$ cat src/hdl/pgr_pkg.sv
// Shared constants, codes and types of the PageRank engine.
package pgr_pkg;

    localparam int NODES_MAX = 1024;
    localparam int EDGES_MAX = 8192;
    localparam int NODE_W    = $clog2(NODES_MAX);
    localparam int EDGE_W    = $clog2(EDGES_MAX);
    localparam int NCNT_W    = NODE_W + 1;
    localparam int ECNT_W    = EDGE_W + 1;
    localparam int DEG_W     = EDGE_W + 1;
    localparam int RANK_W    = 32;          // Q0.32 ranks
    localparam int DIVD_W    = RANK_W + 1;
    localparam int DIVC_W    = $clog2(DIVD_W + 1);

    typedef enum logic [1:0] {
        KIND_ADD   = 2'd0,
        KIND_RUN   = 2'd1,
        KIND_READ  = 2'd2,
        KIND_CLEAR = 2'd3
    } pgr_kind_t;

    typedef enum logic [1:0] {
        STAT_OK      = 2'd0,
        STAT_RANGE   = 2'd1,
        STAT_FULL    = 2'd2,
        STAT_NOCONV  = 2'd3
    } pgr_status_t;

    localparam logic [1:0] REG_NODE_COUNT = 2'd0;
    localparam logic [1:0] REG_DAMPING    = 2'd1;
    localparam logic [1:0] REG_TOLERANCE  = 2'd2;
    localparam logic [1:0] REG_MAX_ITER   = 2'd3;

    localparam logic [10:0] NODE_COUNT_RST = 11'd1;
    localparam logic [15:0] DAMPING_RST    = 16'd55706;
    localparam logic [31:0] TOLERANCE_RST  = 32'd429497;
    localparam logic [15:0] MAX_ITER_RST   = 16'd1000;

    typedef struct packed {
        logic              start;
        logic [DIVD_W-1:0] dividend;
        logic [DEG_W-1:0]  divisor;
    } pgr_div_req_t;

endpackage

$ cat src/hdl/pgr_div.sv
// Radix-2 restoring divider, one quotient bit per cycle.
module pgr_div (
    input  logic                        clk,
    input  logic                        rst_n,
    input  pgr_pkg::pgr_div_req_t       req,
    output logic                        busy,
    output logic [pgr_pkg::DIVD_W-1:0]  quotient
);

    logic [pgr_pkg::DIVD_W-1:0] quo_reg, quo_next;
    logic [pgr_pkg::DEG_W-1:0]  rem_reg, rem_next;
    logic [pgr_pkg::DEG_W-1:0]  dsr_reg;
    logic [pgr_pkg::DIVC_W-1:0] cnt_reg, cnt_next;
    logic                       busy_reg, busy_next;
    logic [pgr_pkg::DEG_W:0]    trial;
    logic                       ge;

    always_comb
    begin
        trial     = {rem_reg, quo_reg[pgr_pkg::DIVD_W-1]};
        ge        = (trial >= {1'b0, dsr_reg});
        rem_next  = ge ? pgr_pkg::DEG_W'(trial - {1'b0, dsr_reg})
                       : trial[pgr_pkg::DEG_W-1:0];
        quo_next  = {quo_reg[pgr_pkg::DIVD_W-2:0], ge};
        cnt_next  = cnt_reg - 1'b1;
        busy_next = (cnt_reg != pgr_pkg::DIVC_W'(1));
    end

    always_ff @(posedge clk or negedge rst_n)
    begin
        if (!rst_n)
        begin
            busy_reg <= 1'b0;
            cnt_reg  <= '0;
        end
        else if (req.start)
        begin
            busy_reg <= 1'b1;
            cnt_reg  <= pgr_pkg::DIVC_W'(pgr_pkg::DIVD_W);
        end
        else if (busy_reg)
        begin
            busy_reg <= busy_next;
            cnt_reg  <= cnt_next;
        end
    end

    always_ff @(posedge clk)
    begin
        if (req.start)
        begin
            quo_reg <= req.dividend;
            rem_reg <= '0;
            dsr_reg <= req.divisor;
        end
        else if (busy_reg)
        begin
            quo_reg <= quo_next;
            rem_reg <= rem_next;
        end
    end

    assign busy     = busy_reg;
    assign quotient = quo_reg;

endmodule

$ cat config.mk
export PLATFORM = sky130hd
export DESIGN_NAME = pgr_div
export DESIGN_NICKNAME = d
export VERILOG_FILES = /design/src/hdl/pgr_pkg.sv /design/src/hdl/pgr_div.sv
export SDC_FILE = /design/constraint.sdc
export NUM_CORES = 1
export LEC_CHECK = 0
export BUFFER_PORTS_ARGS = -buffer_cell sky130_fd_sc_hd__buf_2
export CORE_MARGIN = 8
export CORE_UTILIZATION = 49
export DETAILED_ROUTE_END_ITERATION = 16
export PLACE_DENSITY = 0.79
export SLEW_MARGIN = 20
export SYNTH_ARGS = -nofsm -noshare
export SYNTH_HDL_FRONTEND = slang
export SYNTH_SLANG_ARGS = --single-unit
$ cat constraint.sdc
create_clock -name clk -period 2.1 [get_ports clk]
set_clock_uncertainty 0.05 [all_clocks]
set_input_delay 0.315 -clock clk [delete_from_list [all_inputs] [get_ports clk]]
set_output_delay 0.315 -clock clk [all_outputs]
set_load 0.03 [all_outputs]
-- After elaboration in Yosys (flattened, before gate mapping)
Index checks and enable logic that the tools add are counted.
- register bits: 68
- input port bits: 50
- output and inout port bits: 34
- word-level logic and storage cells: 17
- add/sub/neg operators: 2
- magnitude comparators: 1
- equality and inequality tests: 1
- mux-type cells: 7
- reduce and logical (&&, ||, !) cells: 1
- operators with widths (cell ; number):
    33-bit two-way mux ; 2
    15-bit by 14-bit greater-or-equal comparator with 1-bit output ; 1
    14-bit two-way mux ; 1
    14-bit subtractor ; 1
    6-bit two-way mux ; 2
    6-bit by 1-bit inequality test with 1-bit output, second input constant ; 1
    6-bit by 1-bit subtractor with 6-bit output, second input constant ; 1
    1-bit two-way mux ; 2
    2-bit nonzero test ; 1

-- Depth between registers and ports, before layout
- depth after elaboration: 3
- gate-level depth with buffers: 10
- depth with buffers taken out: 10

-- Worst setup path before layout
OpenSTA, ideal clock, no wires.
- path type: reg-to-reg
- start: reg quo_reg, in the netlist quotient[32]
- end: reg rem_reg[10] (netlist bit)
- setup time: 88 ps
- arrival: 2308 ps
- required time: 1962 ps
- slack: -346 ps
- stages on the path, launching flop included: 11
- path buffers: 0
- period minus slack after synthesis: 2446 ps
- cells stage by stage: edfxtp_1 inv_1 ha_1 inv_1 fa_1 nand3_1 nand2_1 a311oi_2 mux2i_1 a22o_1 a311oi_2
- longest elaborated chain between the ends: 2
- elaborated cells between the ends (all ways): 3
- those cells by class: add/sub (1); order compare (1); mux (1)
- ends and longest elaborated chain (what ; RTL line ; text):
    start, declared ; pgr_div.sv:10 ; logic [pgr_pkg::DIVD_W-1:0] quo_reg, quo_next;
    start signal, assigned ; pgr_div.sv:52 ; quo_reg <= req.dividend;
    start signal, assigned ; pgr_div.sv:58 ; quo_reg <= quo_next;
    14-bit subtractor or 15-bit by 14-bit greater-or-equal comparator with 1-bit output (tied branches) ; pgr_div.sv:22, pgr_div.sv:21 ;
    14-bit two-way mux (*) ; pgr_div.sv:22 ; rem_next = ge ? pgr_pkg::DEG_W'(trial - {1'b0, dsr_reg})
    end signal, assigned ; pgr_div.sv:59 ; rem_reg <= rem_next;
    end, declared ; pgr_div.sv:11 ; logic [pgr_pkg::DEG_W-1:0] rem_reg, rem_next;
Mark *: on every way between the ends. The rest lies on a longest branch, timed or not.
A chain may end at the register's enable or synchronous reset.

-- Worst setup path after layout
- start: reg quo_reg, in the netlist quotient[32]
- end: reg rem_reg[6] (netlist bit)
Same word-level chain as after synthesis.

==> impl_metrics.tcl <==
set metrics [dict create \
    setup_slack_ns -0.2490 \
    placed_area_mm2 0.004696 \
    start_kind "register" \
    drc_errors 0 \
    port-buffer-count 83 \
    cts.htree.levels 3 \
    fp.dieW_um 103.0 \
    die_h_um 103.0 \
    ys_ff_latch 68 \
    crit_buf_inv 2 \
    slowest_stage "edfxtp_1" \
    area_delta_synth_final_pct 42.11 \
    met3_length_um 457 \
    vias_per_cell 5.587 \
    synth_flop_cell "edfxtp_1" \
    setup_viol 15 \
    synth_area_leaders "edfxtp_1 38%, mux2_2 10%, dfxtp_1 7.6%" \
    syn-cell-area_mm2 0.003705 \
    slew_headroom 0.6135 \
    worstPathMaxFanout 2 \
    pin_count 84 \
    yosysUniqueCellTypes 60 \
    yosysTopAreaCell "edfxtp_1" \
    period_share 1.119 \
    num_rows 31 \
    numClockSinks 68 \
    placed_cells 552 \
    worst_slew_pin_slew_ns 0.5745 \
    ff2ff_path_depth 10 \
    grt_max_degree 67 \
    fin_cells 584 \
    yosysTopAreaCellShare 0.3810 \
    clock_path_buffers 2 \
    r2r_slack_ns -0.25 \
    final_util 0.7220 \
    overflow 0 \
    wl_per_cell_um 17.50 \
    die_area_mm2 0.01060 \
    initial_core_util 0.5081 \
    drtIter0Drc 208 \
    crit_chain "inv_2, ha_4, inv_2, fa_2, nand3_2, a21boi_0, o21a_1, o21ai_0, a221oi_2, a2111oi_1" \
    worstSetupEndpoint "rem_reg[6]$_SDFFE_PP0P_" \
    synth_cells 320 \
    antenna_found_initial 0 \
    multi_input_area_mm2 0.001901 \
    synth_most_common_cell "edfxtp_1" \
    drt-pass1-iter-count 4 \
    fmax_ghz 0.4257 \
    crit_cells 10 \
    clkLatencyLatePin_ns 0.35 \
    rsz0062_at_grt "true" \
    synth-warning-count 0 \
    wl_mm 10.22 \
    cpPeakStageDelay_ns 0.42 \
    required_ns 2.28 \
    period_minus_slack_ns 2.349 \
    setup.worst_path.class "reg -> reg" \
    powerDensity_mw_per_mm2 1341 \
    nNetsFinal 548 \
    status "finished, violations left" \
    largest_reg_flops 33 \
    cts_made_buffers 9 \
    r2r-start "quotient[32]$_DFFE_PP_" \
    crit_family "compound AO/OA/AOI/OAI gates" \
    end_kind "register" \
    crit-reg2reg-capture "rem_reg[6]$_SDFFE_PP0P_" \
    grt_pass1_vias 3355 \
    met1_length_mm 4.036 \
    ir_drop_v 0.0008357 \
    highest_layer "met4" \
    grt_pass1_wl_mm 15.75 \
    ff_latch_area_mm2 0.001867 \
    vias 3263 \
    cts.clk_slew.worst_paths_ns 0.08 \
    failed_checks "setup timing" \
    drive_gt1_frac 0.5196 \
    hold_viol_final 0 \
    cts_tree "yes" \
    grt_usage 0.1902 \
    drv_slew 0 \
    p_leak_nw 2.300 \
    dp_hpwl_mm 7.014 \
    synth_edf_count 47 \
    crit_path_start "quotient[32]$_DFFE_PP_" \
    route.met2.wl_mm 5.453 \
    ant_nets 0 \
    final_cell_area_mm2 0.005265 \
    yosysSeqAreaShare 0.5039 \
    core_area_mm2 0.007292 \
    max_cap_viol_count 0 \
    cp.arrival_ns 2.53 \
    clockRootBuffer "clkbuf_8" \
    syn_nets 388 \
    synth_area_per_cell_um2 11.58 \
    async_reset_ff_frac 0.1029 \
    gp_congestion 0.8777 \
    yosys-top-cells-count "47 x edfxtp_1, 33 x mux2_2, 24 x nor2_1" \
    pre_cts_slack_ns -0.2716 \
    min_path_type "in -> reg" \
    num_antenna_cells 0 \
    nFillCells 509 \
    crit_path_frequent_cell "inv_2" \
]
-- worst min-delay path by stage --
stage                        from                endpoint  slack [ns]  cells past startpoint
after floorplan             rst_n          busy$_DFF_PN0_       -0.03                      0
after global placement      rst_n  cnt_reg[2]$_DFFE_PN0P_        0.10                      1
after detailed placement    rst_n  cnt_reg[2]$_DFFE_PN0P_        0.10                      1
after CTS                  req[9]    dsr_reg[9]$_DFFE_PP_        0.08                      1
after global routing       req[9]    dsr_reg[9]$_DFFE_PP_        0.08                      1
final                     req[10]   dsr_reg[10]$_DFFE_PP_        0.09                      1
-- kinds of logic after synthesis --
| family | Yosys count | synth area share |
|---|---|---|
| buffers and inverters | 37 | 0.04255 |
| AO/OA/AOI/OAI | 73 | 0.1567 |
| AND/OR/NAND/NOR | 80 | 0.1071 |
| multiplexers | 35 | 0.1057 |
| adder cells (fa/ha/maj) | 18 | 0.06282 |
| flip-flops | 68 | 0.5039 |
| XOR/XNOR | 9 | 0.02128 |
-- cell usage in the layout, fill, tap and decap left out, types with 11 or more instances in the layout --
cell / n
dfxtp_1: 14
inv_1: 15
nand3_1: 13
buf_4: 74
edfxtp_1: 47
buf_2: 83
nand2_1: 11
mux2_2: 32
nor2_1: 24
-- routing by layer --
layer | global-route usage | vias to the layer above
met5 | 0 | -
met4 | 0.08231 | 0
met3 | 0.04524 | 30
met2 | 0.3355 | 104
met1 | 0.2133 | 1591
li1 | - | 1538
-- final cells by class --
class,count,area share
Multi-Input combinational cell,215,0.3610
Sequential cell,68,0.3546
Timing Repair Buffer,165,0.2046
Clock buffer,10,0.02424
Tap cell,99,0.02353
Clock inverter,6,0.01711
Inverter,21,0.01497
-- repair_timing --
action                                 CTS  global route
endpoints found under the hold margin    7             0
setup endpoints to repair               15            15
gates resized for setup                 29            14
cloned                                   0             0
pin swaps                               19            15
hold buffers                             1             0
setup buffers                            5            10
-- per-stage QoR --
step,power (mW),hold slack [ns],TNS (ns)
3_5_place_dp,5.249,0.1020,-3.032
6_report,7.062,0.09364,-2.682
3_3_place_gp,5.135,0.1036,-1.933
4_1_cts,6.729,0.08032,-1.999
2_1_floorplan,3.966,-0.03059,-1.660
5_1_grt,7.462,0.07939,-4.009
-- where the power goes --
| part | switching (mW) | internal [mW] | total (mW) | leakage [nW] |
|---|---|---|---|---|
| Clock | 0.519 | 0.671 | 1.19 | 0.106 |
| Combinational | 1.94 | 1.87 | 3.81 | 1.51 |
| Sequential | 0.236 | 1.82 | 2.06 | 0.684 |
| Total | 2.70 | 4.36 | 7.06 | 2.30 |
(Power assumes the default switching activity.)
